## src/cah_pkg.sv

```systemverilog
// ----------------------------------------------------------------------------
// cah_pkg
// Shared widths, register map, reset values and types for the climate
// averaging block with hysteresis exhaust flags.
// ----------------------------------------------------------------------------
package cah_pkg;

  localparam int HUM_W       = 14;  // humidity sample
  localparam int TMP_W       = 15;  // temperature sample, signed
  localparam int AVG_W       = 15;  // corrected averages, signed
  localparam int THR_W       = 15;  // thresholds, signed
  localparam int CORR_W      = 11;  // corrections, unsigned
  localparam int ADDR_W      = 5;
  localparam int DATA_W      = 32;
  localparam int SAMPLES_DEF = 10;

  localparam logic signed [THR_W-1:0] HUMID_HIGH_ON_RST  = 15'sd8000;
  localparam logic signed [THR_W-1:0] HUMID_HIGH_OFF_RST = 15'sd7800;
  localparam logic signed [THR_W-1:0] HUMID_LOW_ON_RST   = 15'sd5000;
  localparam logic signed [THR_W-1:0] HUMID_LOW_OFF_RST  = 15'sd5200;
  localparam logic signed [THR_W-1:0] TEMP_ON_RST        = 15'sd3000;
  localparam logic signed [THR_W-1:0] TEMP_OFF_RST       = 15'sd2800;
  localparam logic [CORR_W-1:0]       TEMP_CORR_RST      = 11'd250;
  localparam logic [CORR_W-1:0]       HUMID_CORR_RST     = 11'd1000;

  typedef enum logic [2:0] {
    REG_HUMID_HIGH_ON  = 3'd0,
    REG_HUMID_HIGH_OFF = 3'd1,
    REG_HUMID_LOW_ON   = 3'd2,
    REG_HUMID_LOW_OFF  = 3'd3,
    REG_TEMP_ON        = 3'd4,
    REG_TEMP_OFF       = 3'd5,
    REG_TEMP_CORR      = 3'd6,
    REG_HUMID_CORR     = 3'd7
  } reg_idx_t;

  typedef struct packed {
    logic signed [THR_W-1:0] humid_high_on;
    logic signed [THR_W-1:0] humid_high_off;
    logic signed [THR_W-1:0] humid_low_on;
    logic signed [THR_W-1:0] humid_low_off;
    logic signed [THR_W-1:0] temp_on;
    logic signed [THR_W-1:0] temp_off;
    logic [CORR_W-1:0]       temp_correction;
    logic [CORR_W-1:0]       humid_correction;
  } cfg_t;

endpackage

```

## src/cah_in_if.sv

```systemverilog
// ----------------------------------------------------------------------------
// cah_in_if
// Sample channel: one humidity and temperature pair per item.
// ----------------------------------------------------------------------------
interface cah_in_if;
  logic                             valid;
  logic                             ready;
  logic [cah_pkg::HUM_W-1:0]        humidity_sample;
  logic signed [cah_pkg::TMP_W-1:0] temperature_sample;

  modport source (output valid, humidity_sample, temperature_sample, input ready);
  modport sink   (input valid, humidity_sample, temperature_sample, output ready);
endinterface

```

## src/cah_out_if.sv

```systemverilog
// ----------------------------------------------------------------------------
// cah_out_if
// Result channel: batch averages and exhaust flags.
// ----------------------------------------------------------------------------
interface cah_out_if;
  logic                             valid;
  logic                             ready;
  logic signed [cah_pkg::AVG_W-1:0] avg_humidity;
  logic signed [cah_pkg::AVG_W-1:0] avg_temperature;
  logic                             humid_high_flag;
  logic                             humid_low_flag;
  logic                             temp_flag;

  modport source (output valid, avg_humidity, avg_temperature, humid_high_flag,
                  humid_low_flag, temp_flag, input ready);
  modport sink   (input valid, avg_humidity, avg_temperature, humid_high_flag,
                  humid_low_flag, temp_flag, output ready);
endinterface

```

## src/cah_cfg_regs.sv

```systemverilog
// ----------------------------------------------------------------------------
// cah_cfg_regs
// APB-style register file for thresholds and corrections.
// ----------------------------------------------------------------------------
module cah_cfg_regs (
  input  logic                         clk,
  input  logic                         rst_n,
  input  logic                         psel,
  input  logic                         penable,
  input  logic                         pwrite,
  input  logic [cah_pkg::ADDR_W-1:0]   paddr,
  input  logic [cah_pkg::DATA_W-1:0]   pwdata,
  output logic [cah_pkg::DATA_W-1:0]   prdata,
  output logic                         pready,
  output cah_pkg::cfg_t                cfg
);

  cah_pkg::cfg_t     cfg_r, cfg_nxt;
  cah_pkg::reg_idx_t idx;
  logic              wr_en;

  assign pready = 1'b1;
  assign wr_en  = psel & penable & pwrite;
  assign idx    = cah_pkg::reg_idx_t'(paddr[4:2]);
  assign cfg    = cfg_r;

  always_comb begin
    cfg_nxt = cfg_r;
    if (wr_en) begin
      case (idx)
        cah_pkg::REG_HUMID_HIGH_ON:  cfg_nxt.humid_high_on    = pwdata[14:0];
        cah_pkg::REG_HUMID_HIGH_OFF: cfg_nxt.humid_high_off   = pwdata[14:0];
        cah_pkg::REG_HUMID_LOW_ON:   cfg_nxt.humid_low_on     = pwdata[14:0];
        cah_pkg::REG_HUMID_LOW_OFF:  cfg_nxt.humid_low_off    = pwdata[14:0];
        cah_pkg::REG_TEMP_ON:        cfg_nxt.temp_on          = pwdata[14:0];
        cah_pkg::REG_TEMP_OFF:       cfg_nxt.temp_off         = pwdata[14:0];
        cah_pkg::REG_TEMP_CORR:      cfg_nxt.temp_correction  = pwdata[10:0];
        cah_pkg::REG_HUMID_CORR:     cfg_nxt.humid_correction = pwdata[10:0];
        default:                     cfg_nxt = cfg_r;
      endcase
    end
  end

  always_comb begin
    case (idx)
      cah_pkg::REG_HUMID_HIGH_ON:  prdata = 32'(cfg_r.humid_high_on);
      cah_pkg::REG_HUMID_HIGH_OFF: prdata = 32'(cfg_r.humid_high_off);
      cah_pkg::REG_HUMID_LOW_ON:   prdata = 32'(cfg_r.humid_low_on);
      cah_pkg::REG_HUMID_LOW_OFF:  prdata = 32'(cfg_r.humid_low_off);
      cah_pkg::REG_TEMP_ON:        prdata = 32'(cfg_r.temp_on);
      cah_pkg::REG_TEMP_OFF:       prdata = 32'(cfg_r.temp_off);
      cah_pkg::REG_TEMP_CORR:      prdata = {21'd0, cfg_r.temp_correction};
      cah_pkg::REG_HUMID_CORR:     prdata = {21'd0, cfg_r.humid_correction};
      default:                     prdata = '0;
    endcase
  end

  always_ff @(posedge clk) begin
    if (!rst_n) begin
      cfg_r.humid_high_on    <= cah_pkg::HUMID_HIGH_ON_RST;
      cfg_r.humid_high_off   <= cah_pkg::HUMID_HIGH_OFF_RST;
      cfg_r.humid_low_on     <= cah_pkg::HUMID_LOW_ON_RST;
      cfg_r.humid_low_off    <= cah_pkg::HUMID_LOW_OFF_RST;
      cfg_r.temp_on          <= cah_pkg::TEMP_ON_RST;
      cfg_r.temp_off         <= cah_pkg::TEMP_OFF_RST;
      cfg_r.temp_correction  <= cah_pkg::TEMP_CORR_RST;
      cfg_r.humid_correction <= cah_pkg::HUMID_CORR_RST;
    end else begin
      cfg_r <= cfg_nxt;
    end
  end

endmodule

```

## src/cah_accum.sv

```systemverilog
// ----------------------------------------------------------------------------
// cah_accum
// Batch accumulator: sums samples and hands the batch totals onward.
// ----------------------------------------------------------------------------
module cah_accum #(
  parameter int SAMPLES = cah_pkg::SAMPLES_DEF,
  parameter int HSUM_W  = cah_pkg::HUM_W + $clog2(SAMPLES),
  parameter int TSUM_W  = cah_pkg::TMP_W + 1 + $clog2(SAMPLES)
) (
  input  logic                             clk,
  input  logic                             rst_n,
  input  logic                             in_valid,
  output logic                             in_ready,
  input  logic [cah_pkg::HUM_W-1:0]        humidity_sample,
  input  logic signed [cah_pkg::TMP_W-1:0] temperature_sample,
  output logic                             tot_valid,
  input  logic                             tot_ready,
  output logic [HSUM_W-1:0]                hum_tot,
  output logic signed [TSUM_W-1:0]         tmp_tot
);

  localparam int CNT_W = (SAMPLES > 1) ? $clog2(SAMPLES) : 1;
  localparam logic [CNT_W-1:0] LAST_CNT = CNT_W'(SAMPLES - 1);

  logic [CNT_W-1:0]         cnt_r, cnt_nxt;
  logic [HSUM_W-1:0]        hsum_r, hsum_nxt;
  logic signed [TSUM_W-1:0] tsum_r, tsum_nxt;
  logic                     tot_valid_r, tot_valid_nxt;
  logic [HSUM_W-1:0]        hum_tot_r, hum_tot_nxt;
  logic signed [TSUM_W-1:0] tmp_tot_r, tmp_tot_nxt;
  logic                     last, accept;
  logic [HSUM_W-1:0]        hadd;
  logic signed [TSUM_W-1:0] tadd;

  assign last      = (cnt_r == LAST_CNT);
  // a batch-closing item needs the totals register free
  assign in_ready  = !last || !tot_valid_r || tot_ready;
  assign accept    = in_valid && in_ready;
  assign hadd      = hsum_r + HSUM_W'(humidity_sample);
  assign tadd      = tsum_r + TSUM_W'(temperature_sample);
  assign tot_valid = tot_valid_r;
  assign hum_tot   = hum_tot_r;
  assign tmp_tot   = tmp_tot_r;

  always_comb begin
    cnt_nxt       = cnt_r;
    hsum_nxt      = hsum_r;
    tsum_nxt      = tsum_r;
    hum_tot_nxt   = hum_tot_r;
    tmp_tot_nxt   = tmp_tot_r;
    tot_valid_nxt = tot_valid_r && !tot_ready;
    if (accept) begin
      if (last) begin
        cnt_nxt       = '0;
        hsum_nxt      = '0;
        tsum_nxt      = '0;
        hum_tot_nxt   = hadd;
        tmp_tot_nxt   = tadd;
        tot_valid_nxt = 1'b1;
      end else begin
        cnt_nxt  = cnt_r + 1'b1;
        hsum_nxt = hadd;
        tsum_nxt = tadd;
      end
    end
  end

  always_ff @(posedge clk) begin
    if (!rst_n) begin
      cnt_r       <= '0;
      hsum_r      <= '0;
      tsum_r      <= '0;
      tot_valid_r <= 1'b0;
    end else begin
      cnt_r       <= cnt_nxt;
      hsum_r      <= hsum_nxt;
      tsum_r      <= tsum_nxt;
      tot_valid_r <= tot_valid_nxt;
    end
  end

  always_ff @(posedge clk) begin
    hum_tot_r <= hum_tot_nxt;
    tmp_tot_r <= tmp_tot_nxt;
  end

endmodule

```

## src/cah_scale.sv

```systemverilog
// ----------------------------------------------------------------------------
// cah_scale
// Divides batch totals by the batch size with a reciprocal multiply.
// ----------------------------------------------------------------------------
module cah_scale #(
  parameter int SAMPLES = cah_pkg::SAMPLES_DEF,
  parameter int HSUM_W  = cah_pkg::HUM_W + $clog2(SAMPLES),
  parameter int TSUM_W  = cah_pkg::TMP_W + 1 + $clog2(SAMPLES)
) (
  input  logic                      clk,
  input  logic                      rst_n,
  input  logic                      tot_valid,
  output logic                      tot_ready,
  input  logic [HSUM_W-1:0]         hum_tot,
  input  logic signed [TSUM_W-1:0]  tmp_tot,
  output logic                      q_valid,
  input  logic                      q_ready,
  output logic [cah_pkg::AVG_W-1:0] hum_q,
  output logic [cah_pkg::AVG_W-1:0] tmp_q,
  output logic                      tmp_neg
);

  // floor(x * m / 2^s) equals floor(x / SAMPLES) for every x below 2^n when
  // s = n + ceil(log2 SAMPLES) and m = ceil(2^s / SAMPLES)
  localparam int L      = $clog2(SAMPLES);
  localparam int TMAG_W = TSUM_W - 1;
  localparam int HS     = HSUM_W + L;
  localparam int TS     = TMAG_W + L;
  localparam longint unsigned HM =
    ((longint'(1) << HS) + longint'(SAMPLES) - 1) / longint'(SAMPLES);
  localparam longint unsigned TM =
    ((longint'(1) << TS) + longint'(SAMPLES) - 1) / longint'(SAMPLES);
  localparam logic [HSUM_W:0] HMUL = HM[HSUM_W:0];
  localparam logic [TMAG_W:0] TMUL = TM[TMAG_W:0];

  logic                          v_r;
  logic [cah_pkg::AVG_W-1:0]     hq_r, tq_r;
  logic                          neg_r;
  logic                          neg;
  logic [TSUM_W-1:0]             tabs;
  logic [TMAG_W-1:0]             tmag;
  logic [2*HSUM_W:0]             hprod;
  logic [2*TMAG_W:0]             tprod;

  assign tot_ready = !v_r || q_ready;
  assign neg       = tmp_tot[TSUM_W-1];
  assign tabs      = neg ? TSUM_W'(-tmp_tot) : TSUM_W'(tmp_tot);
  assign tmag      = tabs[TMAG_W-1:0];
  assign hprod     = (2*HSUM_W+1)'(hum_tot) * (2*HSUM_W+1)'(HMUL);
  assign tprod     = (2*TMAG_W+1)'(tmag) * (2*TMAG_W+1)'(TMUL);

  assign q_valid = v_r;
  assign hum_q   = hq_r;
  assign tmp_q   = tq_r;
  assign tmp_neg = neg_r;

  always_ff @(posedge clk) begin
    if (!rst_n) begin
      v_r <= 1'b0;
    end else if (tot_ready) begin
      v_r <= tot_valid;
    end
  end

  always_ff @(posedge clk) begin
    if (tot_ready && tot_valid) begin
      hq_r  <= hprod[HS +: cah_pkg::AVG_W];
      tq_r  <= tprod[TS +: cah_pkg::AVG_W];
      neg_r <= neg;
    end
  end

endmodule

```

## src/cah_flags.sv

```systemverilog
// ----------------------------------------------------------------------------
// cah_flags
// Applies corrections, saturates, updates hysteresis flags, holds the result.
// ----------------------------------------------------------------------------
module cah_flags (
  input  logic                             clk,
  input  logic                             rst_n,
  input  cah_pkg::cfg_t                    cfg,
  input  logic                             q_valid,
  output logic                             q_ready,
  input  logic [cah_pkg::AVG_W-1:0]        hum_q,
  input  logic [cah_pkg::AVG_W-1:0]        tmp_q,
  input  logic                             tmp_neg,
  output logic                             out_valid,
  input  logic                             out_ready,
  output logic signed [cah_pkg::AVG_W-1:0] avg_humidity,
  output logic signed [cah_pkg::AVG_W-1:0] avg_temperature,
  output logic                             humid_high_flag,
  output logic                             humid_low_flag,
  output logic                             temp_flag
);

  function automatic logic signed [cah_pkg::AVG_W-1:0] sat15(
    input logic signed [16:0] v
  );
    if (v < -17'sd16384) begin
      return -15'sd16384;
    end else if (v > 17'sd16383) begin
      return 15'sd16383;
    end else begin
      return v[14:0];
    end
  endfunction

  logic                             v_r;
  logic signed [cah_pkg::AVG_W-1:0] h_r, t_r;
  logic                             high_r, high_nxt;
  logic                             low_r, low_nxt;
  logic                             tflag_r, tflag_nxt;
  logic signed [16:0]               tq_s, hv, tv;
  logic signed [cah_pkg::AVG_W-1:0] h_sat, t_sat;
  logic                             load;

  assign q_ready = !v_r || out_ready;
  assign load    = q_valid && q_ready;

  always_comb begin
    tq_s  = tmp_neg ? -$signed({2'b00, tmp_q}) : $signed({2'b00, tmp_q});
    hv    = $signed({2'b00, hum_q}) - $signed({6'd0, cfg.humid_correction});
    tv    = tq_s - $signed({6'd0, cfg.temp_correction});
    h_sat = sat15(hv);
    t_sat = sat15(tv);

    high_nxt  = high_r;
    low_nxt   = low_r;
    tflag_nxt = tflag_r;
    // humidity: one action per batch, highest priority first
    if (h_sat > cfg.humid_high_on) begin
      high_nxt = 1'b1;
    end else if (h_sat < cfg.humid_high_off && high_r) begin
      high_nxt = 1'b0;
    end else if (h_sat < cfg.humid_low_on) begin
      low_nxt = 1'b1;
    end else if (h_sat > cfg.humid_low_off && low_r) begin
      low_nxt = 1'b0;
    end
    if (t_sat > cfg.temp_on) begin
      tflag_nxt = 1'b1;
    end else if (t_sat < cfg.temp_off) begin
      tflag_nxt = 1'b0;
    end
  end

  always_ff @(posedge clk) begin
    if (!rst_n) begin
      v_r     <= 1'b0;
      high_r  <= 1'b0;
      low_r   <= 1'b0;
      tflag_r <= 1'b0;
    end else begin
      if (q_ready) begin
        v_r <= q_valid;
      end
      if (load) begin
        high_r  <= high_nxt;
        low_r   <= low_nxt;
        tflag_r <= tflag_nxt;
      end
    end
  end

  always_ff @(posedge clk) begin
    if (load) begin
      h_r <= h_sat;
      t_r <= t_sat;
    end
  end

  // flag state changes only when a new result loads, so it doubles as output
  assign out_valid       = v_r;
  assign avg_humidity    = h_r;
  assign avg_temperature = t_r;
  assign humid_high_flag = high_r;
  assign humid_low_flag  = low_r;
  assign temp_flag       = tflag_r;

endmodule

```

## src/climate_average_hysteresis_flags.sv

```systemverilog
// ----------------------------------------------------------------------------
// climate_average_hysteresis_flags
// Batch averaging of humidity and temperature with hysteresis exhaust flags.
// ----------------------------------------------------------------------------
// throughput: one item per cycle; a batch-closing item stalls only when all
//   three downstream registers (totals, quotient, result) are full
// result path: the averages of a batch pass through the totals register, the
//   quotient register (reciprocal multiply) and the result register to out_ch
// reset: synchronous; clears counts, sums, flags and valids, loads defaults
module climate_average_hysteresis_flags #(
  parameter int SAMPLES = cah_pkg::SAMPLES_DEF
) (
  input  logic                       clk,
  input  logic                       rst_n,
  cah_in_if.sink                     in_ch,
  cah_out_if.source                  out_ch,
  input  logic                       psel,
  input  logic                       penable,
  input  logic                       pwrite,
  input  logic [cah_pkg::ADDR_W-1:0] paddr,
  input  logic [cah_pkg::DATA_W-1:0] pwdata,
  output logic [cah_pkg::DATA_W-1:0] prdata,
  output logic                       pready
);

  localparam int HSUM_W = cah_pkg::HUM_W + $clog2(SAMPLES);
  localparam int TSUM_W = cah_pkg::TMP_W + 1 + $clog2(SAMPLES);

  cah_pkg::cfg_t             cfg;
  logic                      tot_valid, tot_ready;
  logic [HSUM_W-1:0]         hum_tot;
  logic signed [TSUM_W-1:0]  tmp_tot;
  logic                      q_valid, q_ready;
  logic [cah_pkg::AVG_W-1:0] hum_q, tmp_q;
  logic                      tmp_neg;

  cah_cfg_regs u_cfg (
    .clk     (clk),
    .rst_n   (rst_n),
    .psel    (psel),
    .penable (penable),
    .pwrite  (pwrite),
    .paddr   (paddr),
    .pwdata  (pwdata),
    .prdata  (prdata),
    .pready  (pready),
    .cfg     (cfg)
  );

  cah_accum #(
    .SAMPLES (SAMPLES),
    .HSUM_W  (HSUM_W),
    .TSUM_W  (TSUM_W)
  ) u_accum (
    .clk                (clk),
    .rst_n              (rst_n),
    .in_valid           (in_ch.valid),
    .in_ready           (in_ch.ready),
    .humidity_sample    (in_ch.humidity_sample),
    .temperature_sample (in_ch.temperature_sample),
    .tot_valid          (tot_valid),
    .tot_ready          (tot_ready),
    .hum_tot            (hum_tot),
    .tmp_tot            (tmp_tot)
  );

  cah_scale #(
    .SAMPLES (SAMPLES),
    .HSUM_W  (HSUM_W),
    .TSUM_W  (TSUM_W)
  ) u_scale (
    .clk       (clk),
    .rst_n     (rst_n),
    .tot_valid (tot_valid),
    .tot_ready (tot_ready),
    .hum_tot   (hum_tot),
    .tmp_tot   (tmp_tot),
    .q_valid   (q_valid),
    .q_ready   (q_ready),
    .hum_q     (hum_q),
    .tmp_q     (tmp_q),
    .tmp_neg   (tmp_neg)
  );

  cah_flags u_flags (
    .clk             (clk),
    .rst_n           (rst_n),
    .cfg             (cfg),
    .q_valid         (q_valid),
    .q_ready         (q_ready),
    .hum_q           (hum_q),
    .tmp_q           (tmp_q),
    .tmp_neg         (tmp_neg),
    .out_valid       (out_ch.valid),
    .out_ready       (out_ch.ready),
    .avg_humidity    (out_ch.avg_humidity),
    .avg_temperature (out_ch.avg_temperature),
    .humid_high_flag (out_ch.humid_high_flag),
    .humid_low_flag  (out_ch.humid_low_flag),
    .temp_flag       (out_ch.temp_flag)
  );

endmodule
```

## src/flat_wrapper.sv

```systemverilog
// flat-port wrapper written by rule: the top's interface ports become plain ports
module climate_average_hysteresis_flags_flat 
#(
  parameter int SAMPLES = cah_pkg::SAMPLES_DEF
)
  (clk, rst_n, psel, penable, pwrite, paddr, pwdata, prdata, pready, in_ch_valid, in_ch_humidity_sample, in_ch_temperature_sample, in_ch_ready, out_ch_valid, out_ch_avg_humidity, out_ch_avg_temperature, out_ch_humid_high_flag, out_ch_humid_low_flag, out_ch_temp_flag, out_ch_ready);
  cah_in_if in_ch_i ();
  cah_out_if out_ch_i ();
  input  logic clk;
  input  logic rst_n;
  input  logic psel;
  input  logic penable;
  input  logic pwrite;
  input  logic [cah_pkg::ADDR_W-1:0] paddr;
  input  logic [cah_pkg::DATA_W-1:0] pwdata;
  output logic [cah_pkg::DATA_W-1:0] prdata;
  output logic pready;
  input wire logic [$bits(in_ch_i.valid)-1:0] in_ch_valid;
  input wire logic [$bits(in_ch_i.humidity_sample)-1:0] in_ch_humidity_sample;
  input wire logic [$bits(in_ch_i.temperature_sample)-1:0] in_ch_temperature_sample;
  output wire logic [$bits(in_ch_i.ready)-1:0] in_ch_ready;
  output wire logic [$bits(out_ch_i.valid)-1:0] out_ch_valid;
  output wire logic [$bits(out_ch_i.avg_humidity)-1:0] out_ch_avg_humidity;
  output wire logic [$bits(out_ch_i.avg_temperature)-1:0] out_ch_avg_temperature;
  output wire logic [$bits(out_ch_i.humid_high_flag)-1:0] out_ch_humid_high_flag;
  output wire logic [$bits(out_ch_i.humid_low_flag)-1:0] out_ch_humid_low_flag;
  output wire logic [$bits(out_ch_i.temp_flag)-1:0] out_ch_temp_flag;
  input wire logic [$bits(out_ch_i.ready)-1:0] out_ch_ready;
  assign in_ch_i.valid = in_ch_valid;
  assign in_ch_i.humidity_sample = in_ch_humidity_sample;
  assign in_ch_i.temperature_sample = in_ch_temperature_sample;
  assign in_ch_ready = in_ch_i.ready;
  assign out_ch_valid = out_ch_i.valid;
  assign out_ch_avg_humidity = out_ch_i.avg_humidity;
  assign out_ch_avg_temperature = out_ch_i.avg_temperature;
  assign out_ch_humid_high_flag = out_ch_i.humid_high_flag;
  assign out_ch_humid_low_flag = out_ch_i.humid_low_flag;
  assign out_ch_temp_flag = out_ch_i.temp_flag;
  assign out_ch_i.ready = out_ch_ready;
  climate_average_hysteresis_flags #(.SAMPLES(SAMPLES)) u_core (.clk(clk), .rst_n(rst_n), .in_ch(in_ch_i), .out_ch(out_ch_i), .psel(psel), .penable(penable), .pwrite(pwrite), .paddr(paddr), .pwdata(pwdata), .prdata(prdata), .pready(pready));
endmodule
```

## config.mk

```make
export PLATFORM = sky130hd
export DESIGN_NAME = climate_average_hysteresis_flags_flat
export DESIGN_NICKNAME = d
export VERILOG_FILES = /design/src/cah_pkg.sv /design/src/cah_in_if.sv /design/src/cah_out_if.sv /design/src/cah_cfg_regs.sv /design/src/cah_accum.sv /design/src/cah_scale.sv /design/src/cah_flags.sv /design/src/climate_average_hysteresis_flags.sv /design/src/flat_wrapper.sv
export SDC_FILE = /design/constraint.sdc
export NUM_CORES = 1
export LEC_CHECK = 0
export BUFFER_PORTS_ARGS = -buffer_cell sky130_fd_sc_hd__buf_2
export CORE_MARGIN = 2
export CORE_UTILIZATION = 50
export CTS_CLUSTER_DIAMETER = 150
export DETAILED_ROUTE_END_ITERATION = 10
export PLACE_DENSITY_LB_ADDON = 0.2
export SLEW_MARGIN = 20
export SYNTH_ARGS = -nofsm -noshare
export SYNTH_HDL_FRONTEND = slang
export SYNTH_SLANG_ARGS = --single-unit
```

## constraint.sdc

```tcl
create_clock -name clk -period 8.25 [get_ports clk]
set_clock_uncertainty 0.2 [all_clocks]
set_input_delay 0.825 -clock clk [delete_from_list [all_inputs] [get_ports clk]]
set_output_delay 0.825 -clock clk [all_outputs]
set_load 0.05 [all_outputs]
```

==> results of run 1 <==
## routing by layer
| layer | global-route usage (%) | part of all wire [%] |
|---|---|---|
| met5 | 0 | 0.035 |
| met4 | 8.94 | 3.9 |
| met3 | 2.90 | 4.6 |
| met2 | 42.3 | 47 |
| met1 | 32.9 | 44 |
## state kept, by name (all words and copies together) (netlist names)
name	flops
u_core.u_accum.cnt_r	4
u_core.u_accum.hsum_r	18
u_core.u_accum.hum_tot	18
u_core.u_accum.tmp_tot	20
u_core.u_accum.tot_valid	1
u_core.u_accum.tsum_r	20
u_core.u_cfg.cfg	112
u_core.u_flags.avg_humidity	15
u_core.u_flags.avg_temperature	15
u_core.u_flags.humid_high_flag	1
u_core.u_flags.humid_low_flag	1
u_core.u_flags.out_valid	1
u_core.u_flags.temp_flag	1
u_core.u_scale.hum_q	15
u_core.u_scale.q_valid	1
u_core.u_scale.tmp_neg	1
u_core.u_scale.tmp_q	15
## cells by family (layout without fill, tap and decap cells)
logic type	after synthesis	after routing	synth area share, %
multiplexers	20	20	1.01
buffers and inverters	540	656	8.46
flip-flops	259	259	24.8
adder cells (fa/ha/maj)	602	602	36.3
AND/OR/NAND/NOR	621	621	11.4
AO/OA/AOI/OAI	536	536	14.0
other	1	2	0.0150
XOR/XNOR	116	116	4.10
## final timing paths
check | startpoint | to | slack (ns) | depth (start not counted)
max | u_core.u_accum.tmp_tot[11] | u_core.u_scale.tmp_q[14] | 0.28 | 24
min | u_core.u_cfg.cfg[51] | u_core.u_cfg.cfg[51] | 0.26 | 2
max reg2reg | u_core.u_accum.tmp_tot[11] | u_core.u_scale.tmp_q[14] | 0.28 | 24
min reg2reg | u_core.u_cfg.cfg[51] | u_core.u_cfg.cfg[51] | 0.26 | 2
## what timing repair did
item / 4_1_cts / 5_1_grt
setup endpoints to repair: 1 / 4
buffers inserted: 0 / 4
pin swaps: 0 / 13
resized for setup: 2 / 17
## synthesized netlist by cell type (all sizes together), types with 4 or more instances
| cell | n |
|---|---|
| inv | 441 |
| ha | 400 |
| nand2 | 253 |
| fa | 202 |
| a21oi | 188 |
| dfxtp | 160 |
| nor2 | 142 |
| edfxtp | 99 |
| xnor2 | 83 |
| o21ai | 77 |
| clkbuf | 74 |
| o211ai | 54 |
| nand3 | 38 |
| nor2b | 38 |
| a22oi | 36 |
| nand4 | 33 |
| xor2 | 33 |
| o21a | 32 |
| nor3 | 31 |
| a21o | 28 |
| nand2b | 27 |
| buf | 25 |
| a31oi | 15 |
| mux2i | 15 |
| and3 | 13 |
| o22ai | 13 |
| a211oi | 12 |
| o31ai | 12 |
| or3 | 9 |
| a21boi | 8 |
| or2 | 8 |
| nor4 | 7 |
| and2 | 6 |
| or4 | 6 |
| a211o | 5 |
| a221oi | 5 |
| o2111ai | 5 |
| o211a | 5 |
| o221ai | 5 |
| o41ai | 5 |
| a41oi | 4 |
| mux4 | 4 |
## through the flow
step / total power [uW] / setup slack, ns / cells / hold slack, ns
2_1_floorplan: 1690 / 0.447 / 2695 / 0.221
3_3_place_gp: 1780 / 0.0745 / 3413 / 0.241
3_5_place_dp: 1790 / -0.0952 / 3413 / 0.246
4_1_cts: 3090 / 0.000155 / 3469 / 0.255
5_1_grt: 3190 / -0.0107 / 3476 / 0.273
6_report: 3060 / 0.278 / 3476 / 0.255
## power breakdown
group          leakage [uW]  switching (uW)  internal [uW]
registers           0.00219            17.6           1360
clock network      0.000467             567            732
logic                0.0101             243            143
total                0.0128             828           2240
## final cells by class
cell class                      count  area share, %
Timing Repair Buffer              159           3.34
Inverter                          441           6.06
Sequential cell                   259           22.6
Clock inverter                     22          0.696
Tap cell                          664           3.04
Antenna cell                        1        0.00915
Multi-Input combinational cell   1896           61.5
Clock buffer                       34           2.80
## worst max-delay path, cell delays in order, from the launching register on
cell and delay, ns:
edfxtp_1 0.41, or4_4 0.56, or4_1 0.55, o31ai_2 0.29, xnor2_2 0.20, ha_1 0.30, inv_1 0.08, fa_1 0.43
fa_1 0.52, inv_1 0.06, fa_1 0.52, fa_1 0.46, fa_1 0.51, ha_1 0.32, a21o_1 0.19, a211o_1 0.34
a211oi_2 0.18, o21ai_2 0.11, a21oi_2 0.20, a211oi_2 0.12, o211a_1 0.25, a31o_2 0.25, or4_1 0.42, a31oi_1 0.18
xnor2_1 0.09
==> results.yml, run 1 <==
timing:
  fin_crit_ns: 7.97
  relSlewSlack_pct: 27.7
  max_clock_freq_mhz: 125
  fin_crit_sh_pct: 96.6
  maxSlewViolCount: 0
  setup_viol: 0
  tightest_slew_ns: 1.08
  tns_ns: 0
  final_hold_viol_count: 0
clock_tree:
  cts_made_buffers: 30
  ctsHoldBuffers: 0
  htreeDepth: 1
  cts_tree: "done"
  clockRootBuffer: "clkbuf_16"
  clock_latency_ns: 0.58
  ctsLongestPathBuffers: 3
  clock_sinks: 259
  clkSlewWorstSetupHoldPaths_ns: 0.06
finish:
  finalCoreUtilization_pct: 55.7
  multi_input_area_sq_mm: 0.0168
  ff_latch_area_sq_mm: 0.00618
  nets: 3462
  synthToLayoutAreaGrowth_pct: 9.61
  fin_area_sq_mm: 0.0273
  most-common-layout-cells: "inv_1 (440), ha_1 (399), nand2_1 (253)"
  final_common_cell: "inv_1"
  drive_gt1_share_pct: 8.93
  fillers: 4474
critical_path:
  cp_max_fo: 4
  cp-end-kind: "register"
  arrival_ns: 8.13
  start_kind: "register"
  crit_type: "reg -> reg"
  cp.required_ns: 8.41
route:
  wl_um: 63400
  drc: 0
  final_antenna_net_count: 0
  routedWlPerCell_um: 18.3
  drt-initial-drc-count: 1246
  first_pass_iters: 5
  viasPerCell: 5.55
  vias: 19300
die:
  start_util_pct: 50.8
  rows: 81
  die_w_um: 227
  io_pins: 141
  die_y_um: 227
  die_area_sq_mm: 0.0517
  core_sq_mm: 0.0491
placed_design:
  postPlaceCellArea_sq_mm: 0.0262
  io_buffers: 120
  dp_hpwl_um: 50500
  gp_congestion: 0.914
global_routing:
  grt_max_degree: 69
  grtUsageTotal_pct: 24.9
  antenna_found_initial: 3
  grt_first_pass_wirelength_um: 102000
  grt_pass1_vias: 19400
  gr-total-overflow: 0
flow_run:
  cap_violations: 0
synth:
  syn_area_sq_mm: 0.0249
  syn_nets: 3370
  ys_warn_count: 0
  synth_edf_count: 99
  syn_inst: 2695
  netlist.area_leader.share_pct: 20.1
  ys_seq_area_share_pct: 24.8
  synth_seq_cells: 259
  yosysTopAreaCell: "ha_1"
  async_flop_share_pct: 0
  synth_area_leaders: "ha_1 (20%), fa_1 (16%), dfxtp_1 (13%)"
  avgSynthCellArea_sq_um: 9.25
  synth.distinct_cells: 80
  ys.flop_type: "dfxtp_1"
power_and_ir_drop:
  p_leak_uw: 0.0128
  power_density_mw_per_mm2: 112
  vdd_drop_max_mv: 0.173
run_status:
  status: "completed"
hold_path:
  min_path_type: "reg -> reg"
No activity file was read; power rests on OpenSTA's default activity.
==> inputs of run 2 (changes only) <==
--- a/config.mk
+++ b/config.mk
@@ -6,7 +6,6 @@
 export NUM_CORES = 1
 export LEC_CHECK = 0
 export BUFFER_PORTS_ARGS = -buffer_cell sky130_fd_sc_hd__buf_2
-export CORE_MARGIN = 2
 export CORE_UTILIZATION = 50
 export CTS_CLUSTER_DIAMETER = 150
 export DETAILED_ROUTE_END_ITERATION = 10
==> constraint.sdc (replaced) <==
create_clock -name clk -period 8.25 [get_ports clk]
set_clock_uncertainty 0.2 [all_clocks]
set_input_delay 1.65 -clock clk [delete_from_list [all_inputs] [get_ports clk]]
set_output_delay 1.65 -clock clk [all_outputs]
set_load 0.05 [all_outputs]
==> results.yml, run 2 (same netlist as run 1, synthesis figures left out) <==
clock_tree:
  clockRootBuffer: "clkbuf_16"
  cts_made_buffers: 30
  clock_latency_ns: 0.58
  clkSlewWorstSetupHoldPaths_ns: 0.06
  ctsLongestPathBuffers: 3
  clock_sinks: 259
  htreeDepth: 1
  cts_tree: "done"
timing:
  max_clock_freq_mhz: 124
  tightest_slew_ns: 1.06
  tns_ns: 0
  setup_viol: 0
  final_hold_viol_count: 0
  fin_crit_ns: 8.05
  maxSlewViolCount: 0
  fin_crit_sh_pct: 97.6
  relSlewSlack_pct: 28.9
critical_path:
  r2r-start: "u_core.u_accum.tmp_tot[10]"
  cp_max_fo: 4
  start_kind: "register"
  crit_type: "reg -> reg"
  r2r_slack_ns: 0.20
  worst_r2r_path_depth: 24
  r2r-end: "u_core.u_scale.tmp_q[14]"
  arrival_ns: 8.18
  cp-end-kind: "register"
  cp.required_ns: 8.37
finish:
  final_common_cell: "inv_1"
  fillers: 4474
  synthToLayoutAreaGrowth_pct: 10.6
  fin_area_sq_mm: 0.0276
  most-common-layout-cells: "inv_1 (440), ha_1 (399), nand2_1 (253)"
  drive_gt1_share_pct: 9.62
  finalCoreUtilization_pct: 56.2
  nets: 3477
  fin_cells: 3492
  largest_reg_flops: 112
hold_path:
  min_path_cells: 2
  min_to: "u_core.u_cfg.cfg[102]"
  holdCritStartpoint: "u_core.u_cfg.cfg[102]"
  min_path_type: "reg -> reg"
placed_design:
  gp_congestion: 0.943
  io_buffers: 120
  dp_hpwl_um: 50600
  postPlaceCellArea_sq_mm: 0.0263
  place_inst: 3418
power_and_ir_drop:
  vdd_drop_max_mv: 0.161
  p_leak_uw: 0.0129
  power_density_mw_per_mm2: 114
run_status:
  status: "completed"
global_routing:
  gr-total-overflow: 0
  antenna_found_initial: 4
  grt_pass1_vias: 19600
  grt_first_pass_wirelength_um: 102000
  grtUsageTotal_pct: 25.4
  grt_max_degree: 67
route:
  drt-initial-drc-count: 1045
  viasPerCell: 5.53
  drc: 0
  routedWlPerCell_um: 18.2
  first_pass_iters: 6
  final_antenna_net_count: 0
  wl_um: 63500
  vias: 19300
die:
  start_util_pct: 50.8
  core_sq_mm: 0.0491
  io_pins: 141
  die_w_um: 225
  rows: 81
  die_area_sq_mm: 0.0508
  die_y_um: 225
flow_run:
  cap_violations: 0
## run 2: cell types whose count changed in the layout (fill, tap and decap cells not counted), moves of 3 or more
| cell | previous run | this run |
|---|---|---|
| buf_4 | 37 | 53 |
| clkinv_1 | 9 | 0 |
| clkbuf_8 | 0 | 7 |
| clkbuf_16 | 30 | 34 |
| clkinv_2 | 7 | 3 |
| clkbuf_1 | 4 | 7 |
## run 2: how the worst max path moves through the flow
stage	startpoint	endpoint	slack (ns)
floorplan	u_core.u_accum.tmp_tot[10]	u_core.u_scale.tmp_q[14]	0.45
global placement	u_core.u_accum.tmp_tot[11]	u_core.u_scale.tmp_q[14]	0.09
detailed placement	u_core.u_accum.tmp_tot[6]	u_core.u_scale.tmp_q[14]	-0.03
CTS	u_core.u_accum.tmp_tot[11]	u_core.u_scale.tmp_q[14]	0.009
global route	u_core.u_accum.tmp_tot[5]	u_core.u_scale.tmp_q[14]	-0.04
finish	u_core.u_accum.tmp_tot[10]	u_core.u_scale.tmp_q[14]	0.20
## run 2: through the flow
| stage | worst slack (ns) | hold slack, ns | total power [uW] |
|---|---|---|---|
| 6_report | 0.197 | 0.254 | 3150 |
| 2_1_floorplan | 0.447 | 0.221 | 1690 |
| 4_1_cts | 0.00907 | 0.256 | 3180 |
| 3_5_place_dp | -0.0330 | 0.248 | 1790 |
| 3_3_place_gp | 0.0933 | 0.241 | 1780 |
| 5_1_grt | -0.0414 | 0.268 | 3270 |
## run 2: area by class of cell
cell class / instances / area [sq um] / area share (%)
Timing Repair Buffer: 174 / 1030 / 3.72
Tap cell: 664 / 831 / 3.01
Antenna cell: 2 / 5.00 / 0.0182
Clock buffer: 50 / 983 / 3.57
Inverter: 441 / 1660 / 6.01
Multi-Input combinational cell: 1896 / 16800 / 61.0
Clock inverter: 6 / 68.8 / 0.250
Sequential cell: 259 / 6180 / 22.4
## run 2: power breakdown
group	leakage (uW)	internal, uW	switching [uW]	total (uW)
combinational	0.0102	143	244	387
sequential	0.00219	1360	17.5	1380
clock	0.000520	818	569	1390
total	0.0129	2320	830	3150
## run 2: routing by layer
metal / vias up / global-route usage, % / share of wire [%]
met5: - / 0 / 0.043
met4: 4 / 8.25 / 3.4
met1: 9341 / 33.8 / 44
met2: 505 / 43.5 / 48
li1: 9356 / - / -
met3: 104 / 2.45 / 4.4
## run 2: critical path, cell delays in order (launching register included)
cell and delay (ns):
edfxtp_1 0.38, or4_4 0.58, or4_4 0.52, o31ai_4 0.26, xnor2_2 0.17, ha_1 0.30
inv_1 0.08, fa_1 0.44, fa_1 0.53, inv_1 0.06, fa_1 0.53, fa_1 0.46
fa_1 0.51, ha_1 0.34, a21o_1 0.17, a211o_1 0.33, a211oi_1 0.18, o21ai_1 0.16
a21oi_2 0.25, a211oi_4 0.10, o211a_1 0.26, a31o_2 0.25, or4_4 0.45, a31oi_4 0.18
xnor2_1 0.09
## run 2: repair_timing
action / CTS / global route
resized for setup: 2 / 20
setup buffers: 3 / 12
gates cloned: 0 / 0
setup endpoints to repair: 1 / 3
pin swaps: 3 / 15
hold buffers: 0 / 0
